## config.mk

```make
export PLATFORM = sky130hd
export DESIGN_NAME = calendar_date_advance_core_flat
export DESIGN_NICKNAME = d
export VERILOG_FILES = /design/src/rtl/cda_pkg.sv /design/src/rtl/cda_req_if.sv /design/src/rtl/cda_rsp_if.sv /design/src/rtl/cda_ctrl.sv /design/src/rtl/cda_datapath.sv /design/src/rtl/calendar_date_advance_core.sv /design/src/flat_wrapper.sv
export SDC_FILE = /design/constraint.sdc
export NUM_CORES = 1
export LEC_CHECK = 0
export ABC_CLOCK_PERIOD_IN_PS = 5950
export BUFFER_PORTS_ARGS = -buffer_cell sky130_fd_sc_hd__buf_2
export CORE_ASPECT_RATIO = 0.5
export CORE_MARGIN = 3
export CORE_UTILIZATION = 57
export CTS_CLUSTER_SIZE = 24
export DETAILED_ROUTE_END_ITERATION = 8
export GPL_TIMING_DRIVEN = 0
export PLACE_DENSITY_LB_ADDON = 0.2
export RECOVER_POWER = 25
export SLEW_MARGIN = 20
export SYNTH_ARGS = -nofsm -noshare
export SYNTH_HDL_FRONTEND = slang
export SYNTH_SLANG_ARGS = --single-unit
```

## constraint.sdc

```tcl
create_clock -name clock -period 5.95 [get_ports clock]
set_input_delay 0.2975 -clock clock [delete_from_list [all_inputs] [get_ports clock]]
set_output_delay 0.2975 -clock clock [all_outputs]
set_load 0.01 [all_outputs]
```

## src/rtl/cda_pkg.sv

```systemverilog
// Shared types, constants and calendar helper functions for the date advance core.
package cda_pkg;

   // Widths fixed by the beat formats.
   localparam int COUNT_W   = 10;
   localparam int DAY_W     = 5;
   localparam int MONTH_W   = 4;
   localparam int YEAR_IN_W = 16;
   localparam int KIND_W    = 3;

   // Largest day count a request can ask for is a full count of weeks.
   localparam int DAYS_PER_WEEK = 7;
   localparam int STEP_W  = $clog2(((1 << COUNT_W) - 1) * DAYS_PER_WEEK + 1);

   // Year scaling for the year, decade and century units.
   localparam int SCALE_YEAR    = 1;
   localparam int SCALE_DECADE  = 10;
   localparam int SCALE_CENTURY = 100;
   localparam int MULT_W        = $clog2(SCALE_CENTURY + 1);
   localparam int SCALE_W       = $clog2(((1 << COUNT_W) - 1) * SCALE_CENTURY + 1);

   // The leap rule repeats every 400 years, so the year is tracked modulo 400.
   localparam int LEAP_CYCLE   = 400;
   localparam int LEAP_CENTURY = 100;
   localparam int RES_W        = $clog2(LEAP_CYCLE);
   localparam int REDUCE_STEPS = 8;
   localparam int RED_CNT_W    = $clog2(REDUCE_STEPS);
   localparam int REDUCE_W     = YEAR_IN_W + 1;

   localparam int MONTH_JAN = 1;
   localparam int MONTH_FEB = 2;
   localparam int MONTH_DEC = 12;
   localparam int DAY_FIRST = 1;
   localparam int FEB_LEAP_LEN   = 29;
   localparam int FEB_COMMON_LEN = 28;

   // Unit codes of the request.
   localparam logic [KIND_W-1:0] KIND_DAYS      = 3'd0;
   localparam logic [KIND_W-1:0] KIND_WEEKS     = 3'd1;
   localparam logic [KIND_W-1:0] KIND_MONTHS    = 3'd2;
   localparam logic [KIND_W-1:0] KIND_YEARS     = 3'd3;
   localparam logic [KIND_W-1:0] KIND_DECADES   = 3'd4;
   localparam logic [KIND_W-1:0] KIND_CENTURIES = 3'd5;

   localparam logic [DAY_W-1:0] MONTH_LEN_TAB [MONTH_DEC] = '{
      5'd31, 5'd28, 5'd31, 5'd30, 5'd31, 5'd30,
      5'd31, 5'd31, 5'd30, 5'd31, 5'd30, 5'd31
   };

   typedef enum logic [1:0] {
      CLS_NONE,
      CLS_DAYS,
      CLS_MONTHS,
      CLS_YEARS
   } cls_type;

   typedef enum logic [2:0] {
      ST_IDLE,
      ST_DISPATCH,
      ST_REDUCE,
      ST_DAY_RUN,
      ST_MONTH_RUN,
      ST_YEAR_ADD,
      ST_FINISH
   } state_type;

   typedef struct packed {
      logic idle;
      logic reduce;
      logic day_step;
      logic month_step;
      logic year_add;
      logic publish;
   } cmd_type;

   typedef struct packed {
      logic    req_fire;
      cls_type cls;
      logic    reduce_last;
      logic    steps_zero;
      logic    rsp_free;
   } status_type;

   // Leap test on the year taken modulo 400.
   function automatic logic is_leap(input logic [RES_W-1:0] res);
      logic div4;
      logic on_century;
      div4       = (res[1:0] == 2'd0);
      on_century = (res == RES_W'(LEAP_CENTURY)) || (res == RES_W'(2 * LEAP_CENTURY))
                || (res == RES_W'(3 * LEAP_CENTURY));
      return (res == '0) || (div4 && !on_century);
   endfunction

   function automatic logic [DAY_W-1:0] month_len(input logic [MONTH_W-1:0] month,
                                                  input logic leap);
      logic [DAY_W-1:0] len;
      if (month == MONTH_W'(MONTH_FEB)) begin
         len = leap ? DAY_W'(FEB_LEAP_LEN) : DAY_W'(FEB_COMMON_LEN);
      end else if (month >= MONTH_W'(MONTH_JAN) && month <= MONTH_W'(MONTH_DEC)) begin
         len = MONTH_LEN_TAB[month - MONTH_W'(MONTH_JAN)];
      end else begin
         len = '0;
      end
      return len;
   endfunction

endpackage

```

## src/rtl/cda_req_if.sv

```systemverilog
// Request channel carrying the starting date, unit and count.
interface cda_req_if;
   logic                            valid;
   logic                            ready;
   logic [cda_pkg::KIND_W-1:0]      kind;
   logic [cda_pkg::COUNT_W-1:0]     count;
   logic [cda_pkg::DAY_W-1:0]       start_day;
   logic [cda_pkg::MONTH_W-1:0]     start_month;
   logic [cda_pkg::YEAR_IN_W-1:0]   start_year;

   modport source (output valid, kind, count, start_day, start_month, start_year,
                   input ready);
   modport sink (input valid, kind, count, start_day, start_month, start_year,
                 output ready);
endinterface

```

## src/rtl/cda_rsp_if.sv

```systemverilog
// Response channel carrying the advanced date and its flags.
interface cda_rsp_if;
   logic                            valid;
   logic                            ready;
   logic [cda_pkg::DAY_W-1:0]       end_day;
   logic [cda_pkg::MONTH_W-1:0]     end_month;
   logic [cda_pkg::YEAR_IN_W-1:0]   end_year;
   logic                            month_error;
   logic                            year_overflow;

   modport source (output valid, end_day, end_month, end_year, month_error, year_overflow,
                   input ready);
   modport sink (input valid, end_day, end_month, end_year, month_error, year_overflow,
                 output ready);
endinterface

```

## src/rtl/cda_ctrl.sv

```systemverilog
// Sequencing state machine of the date advance core.
module cda_ctrl (
   input  logic                  clock,
   input  logic                  reset,
   input  cda_pkg::status_type   status,
   output cda_pkg::cmd_type      cmd
);

   cda_pkg::state_type state_ff, state_in;

   always_ff @(posedge clock) begin
      if (reset) begin
         state_ff <= cda_pkg::ST_IDLE;
      end else begin
         state_ff <= state_in;
      end
   end

   always_comb begin
      state_in = state_ff;
      unique case (state_ff) inside
         cda_pkg::ST_IDLE: begin
            if (status.req_fire) state_in = cda_pkg::ST_DISPATCH;
         end
         cda_pkg::ST_DISPATCH: begin
            unique case (status.cls) inside
               cda_pkg::CLS_DAYS, cda_pkg::CLS_MONTHS: state_in = cda_pkg::ST_REDUCE;
               cda_pkg::CLS_YEARS:                     state_in = cda_pkg::ST_YEAR_ADD;
               default:                                state_in = cda_pkg::ST_FINISH;
            endcase
         end
         cda_pkg::ST_REDUCE: begin
            if (status.reduce_last) begin
               state_in = (status.cls == cda_pkg::CLS_DAYS) ? cda_pkg::ST_DAY_RUN
                                                            : cda_pkg::ST_MONTH_RUN;
            end
         end
         cda_pkg::ST_DAY_RUN, cda_pkg::ST_MONTH_RUN: begin
            if (status.steps_zero) state_in = cda_pkg::ST_FINISH;
         end
         cda_pkg::ST_YEAR_ADD: begin
            state_in = cda_pkg::ST_FINISH;
         end
         cda_pkg::ST_FINISH: begin
            if (status.rsp_free) state_in = cda_pkg::ST_IDLE;
         end
         default: state_in = cda_pkg::ST_IDLE;
      endcase
   end

   always_comb begin
      cmd = '0;
      unique case (state_ff)
         cda_pkg::ST_IDLE:      cmd.idle       = 1'b1;
         cda_pkg::ST_REDUCE:    cmd.reduce     = 1'b1;
         cda_pkg::ST_DAY_RUN:   cmd.day_step   = !status.steps_zero;
         cda_pkg::ST_MONTH_RUN: cmd.month_step = !status.steps_zero;
         cda_pkg::ST_YEAR_ADD:  cmd.year_add   = 1'b1;
         cda_pkg::ST_FINISH:    cmd.publish    = status.rsp_free;
         default:               cmd            = '0;
      endcase
   end

endmodule

```

## src/rtl/cda_datapath.sv

```systemverilog
// Date registers, year residue tracking, step counter and response register.
module cda_datapath #(
   parameter int MAX_COUNT = 1023,
   parameter int YEAR_BITS = 16
) (
   input  logic                  clock,
   input  logic                  reset,
   cda_req_if.sink               req_chan,
   cda_rsp_if.source             rsp_chan,
   input  cda_pkg::cmd_type      cmd,
   output cda_pkg::status_type   status
);

   localparam int LOAD_W = (YEAR_BITS > cda_pkg::YEAR_IN_W) ? YEAR_BITS : cda_pkg::YEAR_IN_W;
   localparam int SUM_W  = ((YEAR_BITS > cda_pkg::SCALE_W) ? YEAR_BITS : cda_pkg::SCALE_W) + 1;
   localparam int SAT_W  = 17;
   localparam logic [YEAR_BITS-1:0] YEAR_TOP = '1;

   logic [cda_pkg::KIND_W-1:0]    kind_ff, kind_in;
   logic [cda_pkg::COUNT_W-1:0]   count_ff, count_in;
   cda_pkg::cls_type              cls_ff, cls_in;
   logic                          merr_ff, merr_in;
   logic                          ovf_ff, ovf_in;
   logic [cda_pkg::DAY_W-1:0]     day_ff, day_in;
   logic [cda_pkg::MONTH_W-1:0]   month_ff, month_in;
   logic [YEAR_BITS-1:0]          year_ff, year_in;
   logic [cda_pkg::YEAR_IN_W-1:0] rem_ff, rem_in;
   logic [cda_pkg::RED_CNT_W-1:0] red_cnt_ff, red_cnt_in;
   logic [cda_pkg::STEP_W-1:0]    steps_ff, steps_in;
   logic [cda_pkg::DAY_W-1:0]     out_day_ff, out_day_in;
   logic [cda_pkg::MONTH_W-1:0]   out_month_ff, out_month_in;
   logic [cda_pkg::YEAR_IN_W-1:0] out_year_ff, out_year_in;
   logic                          out_merr_ff, out_merr_in;
   logic                          out_ovf_ff, out_ovf_in;
   logic                          rsp_valid_ff, rsp_valid_in;

   logic                          load;
   logic [cda_pkg::COUNT_W-1:0]   count_sat;
   logic [LOAD_W-1:0]             year_load;
   logic [cda_pkg::RES_W-1:0]     res;
   logic                          leap;
   logic [cda_pkg::DAY_W-1:0]     cur_len;
   logic [cda_pkg::MONTH_W-1:0]   next_month;
   logic [cda_pkg::DAY_W-1:0]     next_len;
   logic                          year_wrap;
   logic                          year_full;
   logic [YEAR_BITS-1:0]          year_plus;
   logic [cda_pkg::YEAR_IN_W-1:0] res_plus;
   logic [cda_pkg::REDUCE_W-1:0]  red_sub;
   logic [cda_pkg::MULT_W-1:0]    mult;
   logic [cda_pkg::SCALE_W-1:0]   scaled;
   logic [SUM_W-1:0]              year_sum;

   assign load           = req_chan.valid && cmd.idle;
   assign req_chan.ready = cmd.idle;

   assign count_sat = (SAT_W'(req_chan.count) > SAT_W'(MAX_COUNT))
                    ? cda_pkg::COUNT_W'(MAX_COUNT) : req_chan.count;
   assign year_load = (LOAD_W'(req_chan.start_year) > LOAD_W'(YEAR_TOP))
                    ? LOAD_W'(YEAR_TOP) : LOAD_W'(req_chan.start_year);

   assign res        = rem_ff[cda_pkg::RES_W-1:0];
   assign leap       = cda_pkg::is_leap(res);
   assign cur_len    = cda_pkg::month_len(month_ff, leap);
   assign year_wrap  = (month_ff == cda_pkg::MONTH_W'(cda_pkg::MONTH_DEC));
   assign next_month = year_wrap ? cda_pkg::MONTH_W'(cda_pkg::MONTH_JAN)
                                 : month_ff + cda_pkg::MONTH_W'(1);
   // A new year only ever starts in January, whose length does not depend on the
   // leap rule, so the current residue serves for the next month's length.
   assign next_len   = cda_pkg::month_len(next_month, leap);
   assign year_full  = (year_ff == YEAR_TOP);
   assign year_plus  = year_ff + YEAR_BITS'(1);
   assign res_plus   = (res == cda_pkg::RES_W'(cda_pkg::LEAP_CYCLE - 1)) ? '0
                     : cda_pkg::YEAR_IN_W'(res) + cda_pkg::YEAR_IN_W'(1);
   assign red_sub    = cda_pkg::REDUCE_W'(cda_pkg::LEAP_CYCLE) << red_cnt_ff;

   always_comb begin
      case (kind_ff)
         cda_pkg::KIND_YEARS:   mult = cda_pkg::MULT_W'(cda_pkg::SCALE_YEAR);
         cda_pkg::KIND_DECADES: mult = cda_pkg::MULT_W'(cda_pkg::SCALE_DECADE);
         default:               mult = cda_pkg::MULT_W'(cda_pkg::SCALE_CENTURY);
      endcase
   end

   assign scaled   = cda_pkg::SCALE_W'(count_ff) * cda_pkg::SCALE_W'(mult);
   assign year_sum = SUM_W'(year_ff) + SUM_W'(scaled);

   always_comb begin
      kind_in      = kind_ff;
      count_in     = count_ff;
      cls_in       = cls_ff;
      merr_in      = merr_ff;
      ovf_in       = ovf_ff;
      day_in       = day_ff;
      month_in     = month_ff;
      year_in      = year_ff;
      rem_in       = rem_ff;
      red_cnt_in   = red_cnt_ff;
      steps_in     = steps_ff;
      out_day_in   = out_day_ff;
      out_month_in = out_month_ff;
      out_year_in  = out_year_ff;
      out_merr_in  = out_merr_ff;
      out_ovf_in   = out_ovf_ff;
      rsp_valid_in = rsp_valid_ff && !rsp_chan.ready;

      if (load) begin
         kind_in    = req_chan.kind;
         count_in   = count_sat;
         ovf_in     = 1'b0;
         day_in     = req_chan.start_day;
         month_in   = req_chan.start_month;
         year_in    = YEAR_BITS'(year_load);
         rem_in     = cda_pkg::YEAR_IN_W'(year_load);
         red_cnt_in = cda_pkg::RED_CNT_W'(cda_pkg::REDUCE_STEPS - 1);
         merr_in    = (req_chan.start_month < cda_pkg::MONTH_W'(cda_pkg::MONTH_JAN))
                   || (req_chan.start_month > cda_pkg::MONTH_W'(cda_pkg::MONTH_DEC));
         steps_in   = (req_chan.kind == cda_pkg::KIND_WEEKS)
                    ? cda_pkg::STEP_W'(count_sat) * cda_pkg::STEP_W'(cda_pkg::DAYS_PER_WEEK)
                    : cda_pkg::STEP_W'(count_sat);
         if (merr_in) begin
            cls_in = cda_pkg::CLS_NONE;
         end else begin
            unique case (req_chan.kind) inside
               cda_pkg::KIND_DAYS, cda_pkg::KIND_WEEKS: cls_in = cda_pkg::CLS_DAYS;
               cda_pkg::KIND_MONTHS:                    cls_in = cda_pkg::CLS_MONTHS;
               cda_pkg::KIND_YEARS, cda_pkg::KIND_DECADES, cda_pkg::KIND_CENTURIES:
                                                        cls_in = cda_pkg::CLS_YEARS;
               default:                                 cls_in = cda_pkg::CLS_NONE;
            endcase
         end
      end

      // One restoring step of the year modulo 400 reduction.
      if (cmd.reduce) begin
         if (cda_pkg::REDUCE_W'(rem_ff) >= red_sub) begin
            rem_in = cda_pkg::YEAR_IN_W'(cda_pkg::REDUCE_W'(rem_ff) - red_sub);
         end
         red_cnt_in = red_cnt_ff - cda_pkg::RED_CNT_W'(1);
      end

      if (cmd.day_step || cmd.month_step) begin
         steps_in = steps_ff - cda_pkg::STEP_W'(1);
         if (cmd.day_step && day_ff < cur_len) begin
            day_in = day_ff + cda_pkg::DAY_W'(1);
         end else begin
            if (cmd.day_step) begin
               day_in = cda_pkg::DAY_W'(cda_pkg::DAY_FIRST);
            end else if (day_ff > next_len) begin
               day_in = next_len;
            end
            month_in = next_month;
            if (year_wrap) begin
               if (year_full) begin
                  ovf_in = 1'b1;
               end else begin
                  year_in = year_plus;
                  rem_in  = res_plus;
               end
            end
         end
      end

      if (cmd.year_add) begin
         if (year_sum > SUM_W'(YEAR_TOP)) begin
            year_in = YEAR_TOP;
            ovf_in  = 1'b1;
         end else begin
            year_in = YEAR_BITS'(year_sum);
         end
      end

      if (cmd.publish) begin
         out_day_in   = day_ff;
         out_month_in = month_ff;
         out_year_in  = cda_pkg::YEAR_IN_W'(year_ff);
         out_merr_in  = merr_ff;
         out_ovf_in   = ovf_ff;
         rsp_valid_in = 1'b1;
      end
   end

   always_ff @(posedge clock) begin
      if (reset) begin
         rsp_valid_ff <= 1'b0;
      end else begin
         rsp_valid_ff <= rsp_valid_in;
      end
      kind_ff      <= kind_in;
      count_ff     <= count_in;
      cls_ff       <= cls_in;
      merr_ff      <= merr_in;
      ovf_ff       <= ovf_in;
      day_ff       <= day_in;
      month_ff     <= month_in;
      year_ff      <= year_in;
      rem_ff       <= rem_in;
      red_cnt_ff   <= red_cnt_in;
      steps_ff     <= steps_in;
      out_day_ff   <= out_day_in;
      out_month_ff <= out_month_in;
      out_year_ff  <= out_year_in;
      out_merr_ff  <= out_merr_in;
      out_ovf_ff   <= out_ovf_in;
   end

   assign status.req_fire    = load;
   assign status.cls         = cls_ff;
   assign status.reduce_last = (red_cnt_ff == '0);
   assign status.steps_zero  = (steps_ff == '0);
   assign status.rsp_free    = !rsp_valid_ff || rsp_chan.ready;

   assign rsp_chan.valid         = rsp_valid_ff;
   assign rsp_chan.end_day       = out_day_ff;
   assign rsp_chan.end_month     = out_month_ff;
   assign rsp_chan.end_year      = out_year_ff;
   assign rsp_chan.month_error   = out_merr_ff;
   assign rsp_chan.year_overflow = out_ovf_ff;

endmodule

```

## src/rtl/calendar_date_advance_core.sv

```systemverilog
// Gregorian date advance core: adds days, weeks, months, years, decades or centuries to a date.
// Day and week units advance one day per step (steps = count, or 7 * count for weeks),
// month units one month per step, and year units add the scaled count; a bad month or
// unused unit returns the date unchanged. One request is in work at a time; the next beat
// is taken in the cycle after the response is loaded. The step loop takes one step per cycle.
// Reset is synchronous and active high; it clears the sequencer and the response valid flag.
module calendar_date_advance_core #(
   parameter int MAX_COUNT = 1023,
   parameter int YEAR_BITS = 16
) (
   input  logic       clock,
   input  logic       reset,
   cda_req_if.sink    req_chan,
   cda_rsp_if.source  rsp_chan
);

   // The controller and the datapath talk only through these two bundles.
   cda_pkg::cmd_type    cmd;
   cda_pkg::status_type status;

   // Each request passes dispatch, then for day and month units an eight-step year
   // modulo 400 reduction (the leap rule repeats every 400 years) and the step loop;
   // year units take one year add, and the response loads once its register is free.
   cda_ctrl u_ctrl (
      .clock  (clock),
      .reset  (reset),
      .status (status),
      .cmd    (cmd)
   );

   // The datapath holds the working date, the year residue, the step counter and the
   // response register. The response register lets a finished beat wait downstream
   // while the next request is already being taken and worked on.
   cda_datapath #(
      .MAX_COUNT (MAX_COUNT),
      .YEAR_BITS (YEAR_BITS)
   ) u_datapath (
      .clock    (clock),
      .reset    (reset),
      .req_chan (req_chan),
      .rsp_chan (rsp_chan),
      .cmd      (cmd),
      .status   (status)
   );

   // A loaded response always shows up as a valid beat in the following cycle.
   assert property (@(posedge clock) disable iff (reset)
      cmd.publish |=> rsp_chan.valid)
      else $error("published response did not appear on the response channel");

   // A bad month never reports a year overflow, since the date is returned unchanged.
   assert property (@(posedge clock) disable iff (reset)
      (rsp_chan.valid && rsp_chan.month_error) |-> !rsp_chan.year_overflow)
      else $error("month error beat also flags a year overflow");

   // Without a month error the response month is a real month.
   assert property (@(posedge clock) disable iff (reset)
      (rsp_chan.valid && !rsp_chan.month_error) |->
         (rsp_chan.end_month >= 4'd1 && rsp_chan.end_month <= 4'd12))
      else $error("response month out of range");

   // The step loop never advances once its counter has run out.
   assert property (@(posedge clock) disable iff (reset)
      (cmd.day_step || cmd.month_step) |-> !status.steps_zero)
      else $error("date step issued with no steps left");

endmodule
```

## src/flat_wrapper.sv

```systemverilog
// flat-port wrapper written by rule: the top's interface ports become plain ports
module calendar_date_advance_core_flat 
#(
   parameter int MAX_COUNT = 1023,
   parameter int YEAR_BITS = 16
)
  (clock, reset, req_chan_valid, req_chan_kind, req_chan_count, req_chan_start_day, req_chan_start_month, req_chan_start_year, req_chan_ready, rsp_chan_valid, rsp_chan_end_day, rsp_chan_end_month, rsp_chan_end_year, rsp_chan_month_error, rsp_chan_year_overflow, rsp_chan_ready);
  cda_req_if req_chan_i ();
  cda_rsp_if rsp_chan_i ();
  input  logic clock;
  input  logic reset;
  input wire logic [$bits(req_chan_i.valid)-1:0] req_chan_valid;
  input wire logic [$bits(req_chan_i.kind)-1:0] req_chan_kind;
  input wire logic [$bits(req_chan_i.count)-1:0] req_chan_count;
  input wire logic [$bits(req_chan_i.start_day)-1:0] req_chan_start_day;
  input wire logic [$bits(req_chan_i.start_month)-1:0] req_chan_start_month;
  input wire logic [$bits(req_chan_i.start_year)-1:0] req_chan_start_year;
  output wire logic [$bits(req_chan_i.ready)-1:0] req_chan_ready;
  output wire logic [$bits(rsp_chan_i.valid)-1:0] rsp_chan_valid;
  output wire logic [$bits(rsp_chan_i.end_day)-1:0] rsp_chan_end_day;
  output wire logic [$bits(rsp_chan_i.end_month)-1:0] rsp_chan_end_month;
  output wire logic [$bits(rsp_chan_i.end_year)-1:0] rsp_chan_end_year;
  output wire logic [$bits(rsp_chan_i.month_error)-1:0] rsp_chan_month_error;
  output wire logic [$bits(rsp_chan_i.year_overflow)-1:0] rsp_chan_year_overflow;
  input wire logic [$bits(rsp_chan_i.ready)-1:0] rsp_chan_ready;
  assign req_chan_i.valid = req_chan_valid;
  assign req_chan_i.kind = req_chan_kind;
  assign req_chan_i.count = req_chan_count;
  assign req_chan_i.start_day = req_chan_start_day;
  assign req_chan_i.start_month = req_chan_start_month;
  assign req_chan_i.start_year = req_chan_start_year;
  assign req_chan_ready = req_chan_i.ready;
  assign rsp_chan_valid = rsp_chan_i.valid;
  assign rsp_chan_end_day = rsp_chan_i.end_day;
  assign rsp_chan_end_month = rsp_chan_i.end_month;
  assign rsp_chan_end_year = rsp_chan_i.end_year;
  assign rsp_chan_month_error = rsp_chan_i.month_error;
  assign rsp_chan_year_overflow = rsp_chan_i.year_overflow;
  assign rsp_chan_i.ready = rsp_chan_ready;
  calendar_date_advance_core #(.MAX_COUNT(MAX_COUNT), .YEAR_BITS(YEAR_BITS)) u_core (.clock(clock), .reset(reset), .req_chan(req_chan_i), .rsp_chan(rsp_chan_i));
endmodule
```

=== Word-level counts from Yosys, hierarchy flattened ===
Memories as Yosys holds them, arrays and structs flattened.
Cells that the tools add are included.

* $mul: 2
* $add $sub $neg: 10
* Multiplexer cells: 62
* Magnitude comparators: 13
* Shift operators: 1
* Div/mod/pow operators: 0
* Bitwise logic cells: 2
* Equality and inequality tests: 28
* Reduce and logical (&&, ||, !) cells: 29

{| class="wikitable"
|+ Operator list
! operator !! number
|-
| 2-to-1 mux 16 bit || 15
|-
| 2-to-1 mux 5 bit || 13
|-
| 2-to-1 mux 13 bit || 3
|-
| 2-to-1 mux 3 bit || 7
|-
| adder 16 x 17 -> 18 bit || 1
|-
| equality test 3 bit, second input constant || 6
|-
| equality test 9 bit, second input constant || 2
|-
| > comparator 18 x 16 -> 1 bit, second input constant || 1
|-
| one-hot mux 3 bit (6 select lines) || 1
|-
| >= comparator 16 x 17 -> 1 bit || 1
|-
| multiplier 10 x 7 -> 17 bit || 1
|-
| left shift 9 x 3 -> 17 bit, first input constant || 1
|-
| adder 16 x 1 -> 16 bit, second input constant || 1
|-
| equality test 16 bit, second input constant || 1
|-
| > comparator 16 bit, second input constant || 1
|-
| 2-to-1 mux 4 bit || 4
|-
| subtractor 16 bit || 1
|-
| equality test 3 x 2 -> 1 bit, second input constant || 5
|-
| 2-to-1 mux 1 bit || 15
|-
| one-hot mux 7 bit (2 select lines) || 1
|-
| logical NOT 13 bit || 1
|-
| multiplier 10 x 3 -> 13 bit, second input constant || 1
|-
| subtractor 13 x 1 -> 13 bit, second input constant || 1
|-
| adder 9 x 1 -> 10 bit, second input constant || 1
|-
| other kinds (34) || 62
|}

* Memory bits (writable): 0
* Bits of input ports: 42
* Register bits: 105
* Bits in read-only memories: 160
* Word-level logic and storage cells: 167
* Latch bits: 0
* Memories: 2

{| class="wikitable"
|+ Memory list
! memory !! depth !! width !! rd ports !! clocked after Yosys merged registers in !! write ports !! RTL line !! source
|-
| (name not given) || 16 || 5 || 1 || 0 || 0 || cda_pkg.sv:100 || <nowiki>len = MONTH_LEN_TAB[month - MONTH_W'(MONTH_JAN)];</nowiki>
|-
| (name not given) || 16 || 5 || 1 || 0 || 0 || cda_pkg.sv:100 ||
|}

=== Longest topological paths before layout ===
Gate-level depths: netlist of run 1.

* Depth after elaboration: 14
* Mapped depth: 22
* Gate-level depth less buffers: 21

=== By module ===
From an unflattened synthesis of run 1, not the netlist that was laid out.

* Cells, all modules: 1,068
* Area total of the unflattened synthesis: 9,492.9 µm²

{| class="wikitable"
|+ Modules (own cells, without submodules)
! module !! area each (µm²) !! seq. area each (µm²) !! times used !! cells an instance
|-
| cda_datapath || 9,180.1 || 2,632.5 || 1 || 1,027
|-
| cda_ctrl || 312.8 || 60.1 || 1 || 41
|}

=== Worst setup path after synthesis of run 1 ===
No wires, ideal clock.

* Path type: reg2reg
* From: register u_core.u_datapath.kind_ff[0] (netlist bit)
* To: register u_core.u_datapath.year_ff[15]
* Data required time: 5,810 ps
* Setup slack: 533 ps
* Data arrival time: 5,276 ps
* Setup time: 140 ps
* Path buffers: 2
* Stages on the path, launching flop included: 19
* Cell sequence: edfxtp_1 > nor3b_1 > nor2_1 > clkbuf_1 > and2_1 > fa_1 > fa_1 > fa_1 > inv_1 > fa_1 > inv_1 > ha_1 > a2111o_1 > o2111ai_1 > nand2_1 > mux2_2 > nand3_1 > buf_2 > a32oi_1

* Word-level cells in the longest chain between the ends: 7
* Elaborated cells on any way between the ends: 8
* Those cells by class: 1 x add/sub; 1 x mul; 1 x order compare; 2 x eq/ne; 3 x mux

{| class="wikitable"
|+ Ends and longest elaborated chain
! what !! RTL line !! source
|-
| from (decl) || cda_datapath.sv:19 || <nowiki>logic [cda_pkg::KIND_W-1:0] kind_ff, kind_in;</nowiki>
|-
| from (signal assigned) || cda_datapath.sv:189 || <nowiki>kind_ff <= kind_in;</nowiki>
|-
| equality test 3 bit or equality test 3 x 2 -> 1 bit (tied branches) || cda_datapath.sv:78 || <nowiki>case (kind_ff)</nowiki>
|-
| one-hot mux 7 bit (2 select lines) (*) || cda_datapath.sv:78 ||
|-
| multiplier 10 x 7 -> 17 bit (*) || cda_datapath.sv:85 || <nowiki>assign scaled = cda_pkg::SCALE_W'(count_ff) * cda_pkg::SCALE_W'(mult);</nowiki>
|-
| adder 16 x 17 -> 18 bit (*) || cda_datapath.sv:86 || <nowiki>assign year_sum = SUM_W'(year_ff) + SUM_W'(scaled);</nowiki>
|-
| > comparator 18 x 16 -> 1 bit || cda_datapath.sv:165 || <nowiki>if (year_sum > SUM_W'(YEAR_TOP)) begin</nowiki>
|-
| 2-to-1 mux 16 bit (*) || cda_datapath.sv:165 ||
|-
| 2-to-1 mux 16 bit (*) || cda_datapath.sv:164 || <nowiki>if (cmd.year_add) begin</nowiki>
|-
| named net u_core.u_datapath.year_in[15] || cda_datapath.sv:26 || <nowiki>logic [YEAR_BITS-1:0] year_ff, year_in;</nowiki>
|-
| to (signal assigned) || cda_datapath.sv:196 || <nowiki>year_ff <= year_in;</nowiki>
|-
| to (decl) || cda_datapath.sv:26 ||
|}

The timed path passes the listed nets; every way through them passes the cells marked *.
A chain may end at the register's enable or synchronous reset.

=== Worst setup path in the final report of run 1 ===
Ends and elaborated chain as after synthesis.

==> flow_summary.yaml, run 1 <==
cts:
  clk_latency_ns: 0.35
  clock-sinks: 105
  cts-root-buf: "clkbuf_16"
  cts_tree: "yes"
  cts_max_path_buffers: 2
  numCtsBuffers: 9
  clk_pin_slew_ns: 0.08
  htreeDepth: 3
timing:
  timing.setup.tns_ns: 0
  skew_ns: 0.0102
  setup_violations: 0
  rsz0062_at_grt: "false"
  period_share_pct: 93.8
  min_period_ns: 5.58
  maxSlewViolCount: 0
  hold_violations: 0
  fmax_mhz: 179
  tightest_slew_ns: 0.863
  maxSlewHeadroom_pct: 41.6
place:
  dpl.hpwl_um: 20400
  io_buffers: 70
  gp_congestion: 0.921
cells_and_area:
  final_layout_size_suffix_gt1_share_pct: 9.89
  layout_common_cells: "118 x inv_1, 98 x ha_1, 95 x nand2_1"
  n_antenna_cell: 0
  final_util_pct: 66.6
  final_common_cell: "inv_1"
  syn2layout_area_growth_pct: 10.5
  nets: 1336
floorplan:
  dieArea_um2: 18500
  placementRows: 32
  fp.dieW_um: 190
  start_util_pct: 60.3
  core_area_um2: 15900
  fp.dieH_um: 97.8
  io_pins: 71
worst_hold_path:
  worstHoldPathCells: 2
  min_to: "u_core.u_ctrl.state_ff[0]"
  worstHoldStart: "reset"
  hold_path_class: "input pin to flip-flop"
worst_setup_path:
  cp_data_arrival_time_ns: 5.86
  path_depth: 20
  critPathTopFamily: "adder cells"
  end_kind: "flip-flop"
  rrSetupSlack_ns: 0.37
  r2r_cells: 20
  crit_chain: "nand2_1, nor2_4, nor2_2, clkbuf_4, and2_1, ha_1, fa_1, fa_1, inv_1, fa_1, inv_1, ha_1, a21oi_1, o21ai_0, o31ai_2, nand2_1, mux2_2, nand3_2, buf_6, a32oi_1"
  critPathMaxFanout: 10
  slowest_stage: "fa_1"
  path_class: "flip-flop to flip-flop"
  crit_required_ns: 6.22
  critPathMostFrequentCell: "fa_1"
  rr_startpoint: "u_core.u_datapath.kind_ff[0]"
  cp_slowest_stage_delay_ns: 0.54
  start_kind: "flip-flop"
  r2r-end: "u_core.u_datapath.year_ff[15]"
  worst-path-buf-inv: 4
run:
  timing.max_cap.violations: 0
synthesis:
  yosys_warnings: 0
  ys_ff_latch: 105
  yosysUniqueCellTypes: 76
  syn_area_um2: 9610
  synthCells: 1065
  synth_enable_flop_cells: 59
  avgSynthCellArea_um2: 9.02
  synth-seq-area-share_pct: 28.0
  ys_dominant_reg_cell: "edfxtp_1"
  async_flop_share_pct: 0
  syn-num-nets: 1253
global_route:
  grt_use_total_pct: 27.8
  antenna_found_initial: 0
  overflow: 0
  grt_pass1_vias: 8083
  grt_pass1_wl_um: 41300
  grt_max_degree: 26
outcome:
  status: "finished clean"
route:
  drtAntennaViolNets: 0
  drt_iter0_markers: 893
  via_per_inst: 6.16
  wire_per_inst_um: 18.7
  drc: 0
  vias: 8464
  drt_pass1_iterations: 6
  finalWirelength_um: 25700
final cells by class:
type                       count  area (um^2)
multi-input combinational    792         6290
buffer                        48          224
clock buffer                  11          275
clock inverter                 5         40.0
fill                        1334         5320
tap                          221          277
timing repair buffer          73          369
inverter                     119          447
sequential                   105         2690
how the worst max path moves through the flow:
stage	startpoint	endpoint	slack (ns)
final	u_core.u_datapath.kind_ff[0]	u_core.u_datapath.year_ff[15]	0.37
after global routing	u_core.u_datapath.kind_ff[1]	u_core.u_datapath.year_ff[2]	0.01
after CTS	u_core.u_datapath.kind_ff[0]	u_core.u_datapath.year_ff[15]	0.09
after detailed placement	u_core.u_datapath.kind_ff[0]	u_core.u_datapath.year_ff[15]	-0.63
after global placement	u_core.u_datapath.kind_ff[0]	u_core.u_datapath.year_ff[15]	-0.53
after floorplan	u_core.u_datapath.kind_ff[0]	u_core.u_datapath.year_ff[15]	0.53
sequential cells by signal, summed over array words and instances, names as in the netlist, 2 cells and up:
| signal | count |
|---|---|
| u_core.u_datapath.rem_ff | 16 |
| u_core.u_datapath.rsp_chan.end_year | 16 |
| u_core.u_datapath.year_ff | 16 |
| u_core.u_datapath.steps_ff | 13 |
| u_core.u_datapath.count_ff | 10 |
| u_core.u_datapath.day_ff | 5 |
| u_core.u_datapath.rsp_chan.end_day | 5 |
| u_core.u_datapath.month_ff | 4 |
| u_core.u_datapath.rsp_chan.end_month | 4 |
| u_core.u_ctrl.state_ff | 3 |
| u_core.u_datapath.kind_ff | 3 |
| u_core.u_datapath.red_cnt_ff | 3 |
| u_core.u_datapath.cls_ff | 2 |
cell usage after synthesis, types with 24 or more instances:
library cell	count	share of area, %
fa_1	48	10
edfxtp_1	59	18
nand2_1	95	3.7
and2_1	25	1.6
a21oi_1	51	2.7
and3_1	24	1.6
xnor2_1	25	2.3
o21ai_0	39	2.0
nor3_1	28	1.5
clkbuf_1	32	1.2
nor2_1	54	2.1
nand3_1	27	1.4
ha_1	98	13
inv_1	118	4.6
dfxtp_1	46	9.6
stage by stage:
step / worst slack [ns] / std cells / cell area (um^2) / hold slack [ns]
global route: 0.0105 / 1374 / 10600 / 0.150
floorplan: 0.533 / 1065 / 9610 / 0.367
global placement: -0.531 / 1356 / 10200 / 0.403
finish: 0.369 / 1374 / 10600 / 0.148
detailed placement: -0.633 / 1357 / 10300 / 0.412
CTS: 0.0897 / 1375 / 10600 / 0.144
timing repair:
item	4_1_cts	5_1_grt
setup buffers	2	0
gates resized for setup	5	8
hold buffers	0	0
setup endpoints to repair	17	16
pin swaps	1	1
kinds of logic after synthesis:
family	share of synthesized area, %
and+or+nand+nor	17.5
AOI/OAI and AO/OA	18.4
buffers and inverters	6.90
adders and majority gates	22.8
DFF	28.0
xor gates and xnor gates	4.37
muxes	2.02
routing by layer:
metal	global-route usage, %	vias to the layer above	share of wire [%]
li1	-	3999	-
met1	39.5	4023	45
met2	42.3	392	44
met3	7.71	50	9.7
met4	6.81	0	1.8
met5	0	-	0
Power of run 1 is not shown: default switching activity piles up to over one toggle a cycle in this logic, so the estimate is an artifact.
==> run 2, diff against run 1 <==
- CELL_PAD_IN_SITES_DETAIL_PLACEMENT: default -> 0
- CELL_PAD_IN_SITES_GLOBAL_PLACEMENT: default -> 1
- CORE_UTILIZATION: 57 -> 48
==> run 2 against run 1 <==
  * Clock-buffer cell count is 2 lower
  * Critical path depth stayed put
  * Hold slack worse by 0.014 ns
  * Clock skew is 0.0054 ns higher
  * Setup slack worse by 0.020 ns
  * Register-to-register slack worse by 0.02 ns
  * Sequential share of layout area hardly changed
  * Core utilization is 11 points lower
  * Routed wire length is 3.3% higher
  * Global-route usage is 3.0 points lower
==> flow_summary.yaml, run 2 (synthesis results as in run 1) <==
outcome:
  status: "finished clean"
cts:
  clk_pin_slew_ns: 0.08
  cts_max_path_buffers: 2
  clock-sinks: 105
  numCtsBuffers: 9
  cts-root-buf: "clkbuf_16"
  htreeDepth: 3
  hold_buffers: 0
  clk_latency_ns: 0.37
  cts_tree: "yes"
timing:
  timing.setup.tns_ns: 0
  period_share_pct: 94.1
  maxSlewViolCount: 0
  skew_ns: 0.0155
  tightest_slew_ns: 0.868
  min_period_ns: 5.60
  fmax_mhz: 179
  hold_violations: 0
  rsz0062_at_grt: "false"
  setup_violations: 0
  maxSlewHeadroom_pct: 41.3
  holdWs_ns: 0.135
floorplan:
  fp.dieH_um: 106
  placementRows: 35
  start_util_pct: 50.6
  fp.dieW_um: 206
  io_pins: 71
  core_area_um2: 19000
  dieArea_um2: 21900
worst_setup_path:
  critPathMaxFanout: 10
  cp-endpoint: "u_core.u_datapath.year_ff[12]"
  start_kind: "flip-flop"
  crit_required_ns: 6.18
  startpoint: "u_core.u_datapath.kind_ff[1]"
  rr_startpoint: "u_core.u_datapath.kind_ff[1]"
  end_kind: "flip-flop"
  r2r-end: "u_core.u_datapath.year_ff[12]"
  r2r_cells: 20
  rrSetupSlack_ns: 0.35
  cp_data_arrival_time_ns: 5.83
  path_class: "flip-flop to flip-flop"
cells_and_area:
  fill_cells: 1761
  design_area_um2: 10600
  final_common_cell: "inv_1"
  final_layout_size_suffix_gt1_share_pct: 10.1
  n_antenna_cell: 0
  nets: 1337
  layout_common_cells: "118 x inv_1, 98 x ha_1, 95 x nand2_1"
  fin_cells: 1413
  syn2layout_area_growth_pct: 10.6
global_route:
  grt_pass1_vias: 7991
  overflow: 0
  grt_pass1_wl_um: 42600
  grt_use_total_pct: 24.8
  grt_max_degree: 26
  antenna_found_initial: 0
place:
  gp_congestion: 0.908
  dpl_cell_area_um2: 10300
  dpl.hpwl_um: 21200
  dp.cells: 1395
  io_buffers: 70
route:
  finalWirelength_um: 26500
  drt_iter0_markers: 768
  vias: 8319
  drtAntennaViolNets: 0
  drc: 0
  wire_per_inst_um: 18.8
  via_per_inst: 5.89
  drt_pass1_iterations: 5
worst_hold_path:
  hold_path_class: "input pin to flip-flop"
run:
  timing.max_cap.violations: 0
run 2: worst min-delay path by stage:
stage,start,endpoint,slack (ns),cells after the start
floorplan,reset,u_core.u_ctrl.state_ff[0],0.37,1
global placement,u_core.u_datapath.merr_ff,u_core.u_datapath.rsp_chan.month_error,0.40,0
detailed placement,u_core.u_datapath.merr_ff,u_core.u_datapath.rsp_chan.month_error,0.41,0
CTS,reset,u_core.u_ctrl.state_ff[0],0.13,2
global route,reset,u_core.u_ctrl.state_ff[0],0.14,2
finish,reset,u_core.u_datapath.rsp_chan.valid,0.13,2
run 2: timing repair:
action                                  4_1_cts  5_1_grt
pin swaps                                     0        2
buffers inserted                              0        3
resized for setup                             5        6
endpoints found under the setup margin       17       17
run 2: layout make-up:
type	instances	area (um^2)	share of cell area, %
Inverter	119	447	4.20
Clock buffer	9	225	2.12
Tap cell	259	324	3.05
Clock inverter	7	63.8	0.600
Buffer	48	218	2.05
Timing Repair Buffer	74	369	3.47
Sequential cell	105	2690	25.3
Multi-Input combinational cell	792	6290	59.2
run 2: through the flow:
stage	utilization [%]	setup WS [ns]
floorplan	-	0.533
global route	56.0	0.0961
finish	56.0	0.349
CTS	55.9	0.0536
global placement	54.1	-0.499
detailed placement	54.3	-0.593
run 2: critical path, stage by stage (launching register included):
cell,delay [ns]
edfxtp_1,0.43
nand2_1,0.11
nor2_2,0.07
nor2_2,0.23
buf_2,0.27
and2_1,0.26
ha_1,0.28
fa_1,0.51
fa_1,0.55
inv_1,0.06
fa_1,0.53
inv_1,0.04
ha_1,0.37
a21oi_1,0.21
o21ai_0,0.19
o31ai_2,0.39
nand2_1,0.17
mux2_2,0.33
nand3_2,0.15
buf_4,0.23
a31oi_1,0.10
run 2: routing by layer:
| layer | up-vias | global-route usage (%) | wire length, um |
|---|---|---|---|
| met1 | 4009 | 35.8 | 12500 |
| met5 | - | 0 | 0 |
| met3 | 30 | 5.14 | 1950 |
| met4 | 0 | 4.60 | 326 |
| met2 | 294 | 38.9 | 11800 |
| li1 | 3986 | - | - |
Power of run 2 is left out for the same reason.
==> run 3, diff against run 2 <==
- BUFFER_PORTS_ARGS: -buffer_cell sky130_fd_sc_hd__buf_2 -> default
- CORE_UTILIZATION: 48 -> 51
- DONT_BUFFER_PORTS: default -> 1
- SETUP_SLACK_MARGIN: default -> 0.15
==> run 3 against run 2 <==
  * Clock skew fell by 0.0041 ns
  * Cell area fell by 2.9%
  * Highest routed layer unchanged
  * Clock-buffer cell count rose by 4
  * Register-to-register slack barely moved
  * Routed wire length fell by 2.0%
==> flow_summary.yaml, run 3 (synthesis results as in run 1) <==
global_route:
  antenna_found_initial: 1
  grt_use_total_pct: 25.3
  grt_use_met2_pct: 39.8
  grt_max_degree: 26
  grt-busiest-layer: "met2"
  grt_pass1_wl_um: 41200
  grt_pass1_vias: 7619
  overflow: 0
  use_met3_pct: 7.00
  met1_usage_pct: 36.2
run:
  timing.max_cap.violations: 0
worst_setup_path:
  critPathMaxFanout: 10
  crit_chain: "nor3b_4, nor2_4, buf_2, and2_2, fa_1, fa_1, fa_1, inv_1, fa_1, inv_1, ha_1, a2111o_1, o2111ai_1, nand2_1, mux2_2, nand3_2, buf_6, a32oi_1"
  crit_required_ns: 6.22
  start_kind: "flip-flop"
  cp_data_arrival_time_ns: 5.86
  path_class: "flip-flop to flip-flop"
  end_kind: "flip-flop"
  critPathMostFrequentCell: "fa_1"
  slowest_stage: "fa_1"
  cp_slowest_stage_delay_ns: 0.56
worst_hold_path:
  hold_path_class: "input pin to flip-flop"
timing:
  rsz0062_at_grt: "false"
  maxSlewHeadroom_pct: 41.0
  maxSlewViolCount: 0
  setup_violations: 0
  min_period_ns: 5.59
  hold_violations: 0
  tightest_slew_ns: 0.885
  worst_slack_ns: 0.357
  timing.setup.tns_ns: 0
  holdWs_ns: 0.0337
  skew_ns: 0.0115
  period_share_pct: 94.0
  fmax_mhz: 179
cells_and_area:
  nets: 1268
  multi_input_area_um2: 6300
  final_common_cell: "inv_1"
  final_layout_size_suffix_gt1_share_pct: 5.90
  n_antenna_cell: 0
  fin_cells: 1337
  ff_latch_area_um2: 2690
  layout_common_cells: "118 x inv_1, 98 x ha_1, 95 x nand2_1"
  fill_cells: 1622
  syn2layout_area_growth_pct: 7.45
cts:
  clk_pin_slew_ns: 0.07
  cts_max_path_buffers: 2
  clk_latency_ns: 0.36
  numCtsBuffers: 9
  cts-root-buf: "clkbuf_16"
  clock-sinks: 105
  htreeDepth: 3
  cts_tree: "yes"
floorplan:
  fp.dieH_um: 103
  placementRows: 34
  start_util_pct: 53.7
  core_area_um2: 17900
  dieArea_um2: 20600
  io_pins: 71
  fp.dieW_um: 200
place:
  dpl.hpwl_um: 20600
  io_buffers: 0
  dp.cells: 1318
  gp_congestion: 0.903
  place_ws_ns: -0.439
outcome:
  status: "finished clean"
route:
  wire_per_inst_um: 19.4
  drt_pass1_iterations: 5
  drtAntennaViolNets: 0
  drt_iter0_markers: 734
  via_per_inst: 6.00
  drc: 0
  vias: 8017
  finalWirelength_um: 26000
run 3: cell types whose count changed in the layout (fill, tap and decap cells not counted), sizes merged:
cell and change:
clkbuf -15, inv -6, dlygate4sd3 +1, buf -51, clkinvlp +1, clkinv +1
run 3: timing repair:
item	4_1_cts	5_1_grt
gates resized for setup	7	6
hold buffers	1	0
endpoints found under the hold margin	2	0
pin swaps	1	3
setup endpoints to repair	17	17
buffers inserted	2	1
run 3: critical path, delay by kind of cell, from the launching register on:
kind | cells | cell delay, ns
AO/OA/AOI/OAI | 3 | 0.96
AND/OR/NAND/NOR | 5 | 1.01
adder cells (fa/ha/maj) | 5 | 2.30
buffers and inverters | 4 | 0.50
flip-flops | 1 | 0.43
multiplexers | 1 | 0.28
run 3: metal layers:
| metal | vias up | part of all wire [%] |
|---|---|---|
| li1 | 3855 | - |
| met1 | 3892 | 48 |
| met2 | 248 | 43 |
| met3 | 22 | 8.5 |
| met4 | 0 | 0.64 |
| met5 | - | 0 |
run 3: area by class of cell:
type	instances	area share (%)
inverters	119	4.33
clock buffers	13	2.63
clock inverters	3	0.218
flip-flops and latches	105	26.1
well taps	252	3.05
plain buffers	48	2.14
multi-input cells	792	61.0
repair buffers	5	0.509
run 3: final timing paths:
kind | end | from | cells after the start | slack [ns]
worst max-delay path | u_core.u_datapath.year_ff[1] | u_core.u_datapath.kind_ff[0] | 18 | 0.36
worst min-delay path | u_core.u_datapath.count_ff[3] | req_chan_count[3] | 0 | 0.03
worst max register to register | u_core.u_datapath.year_ff[1] | u_core.u_datapath.kind_ff[0] | 18 | 0.36
worst min register to register | u_core.u_datapath.rsp_chan.month_error | u_core.u_datapath.merr_ff | 0 | 0.44
run 3: per-stage QoR:
stage                     utilization (%)  instance area, um^2
after CTS                            57.5                10300
after global routing                 57.7                10300
final                                57.7                10300
after global placement               55.4                 9930
after detailed placement             55.6                 9960
after floorplan                         -                 9610
Power of run 3 is left out for the same reason.
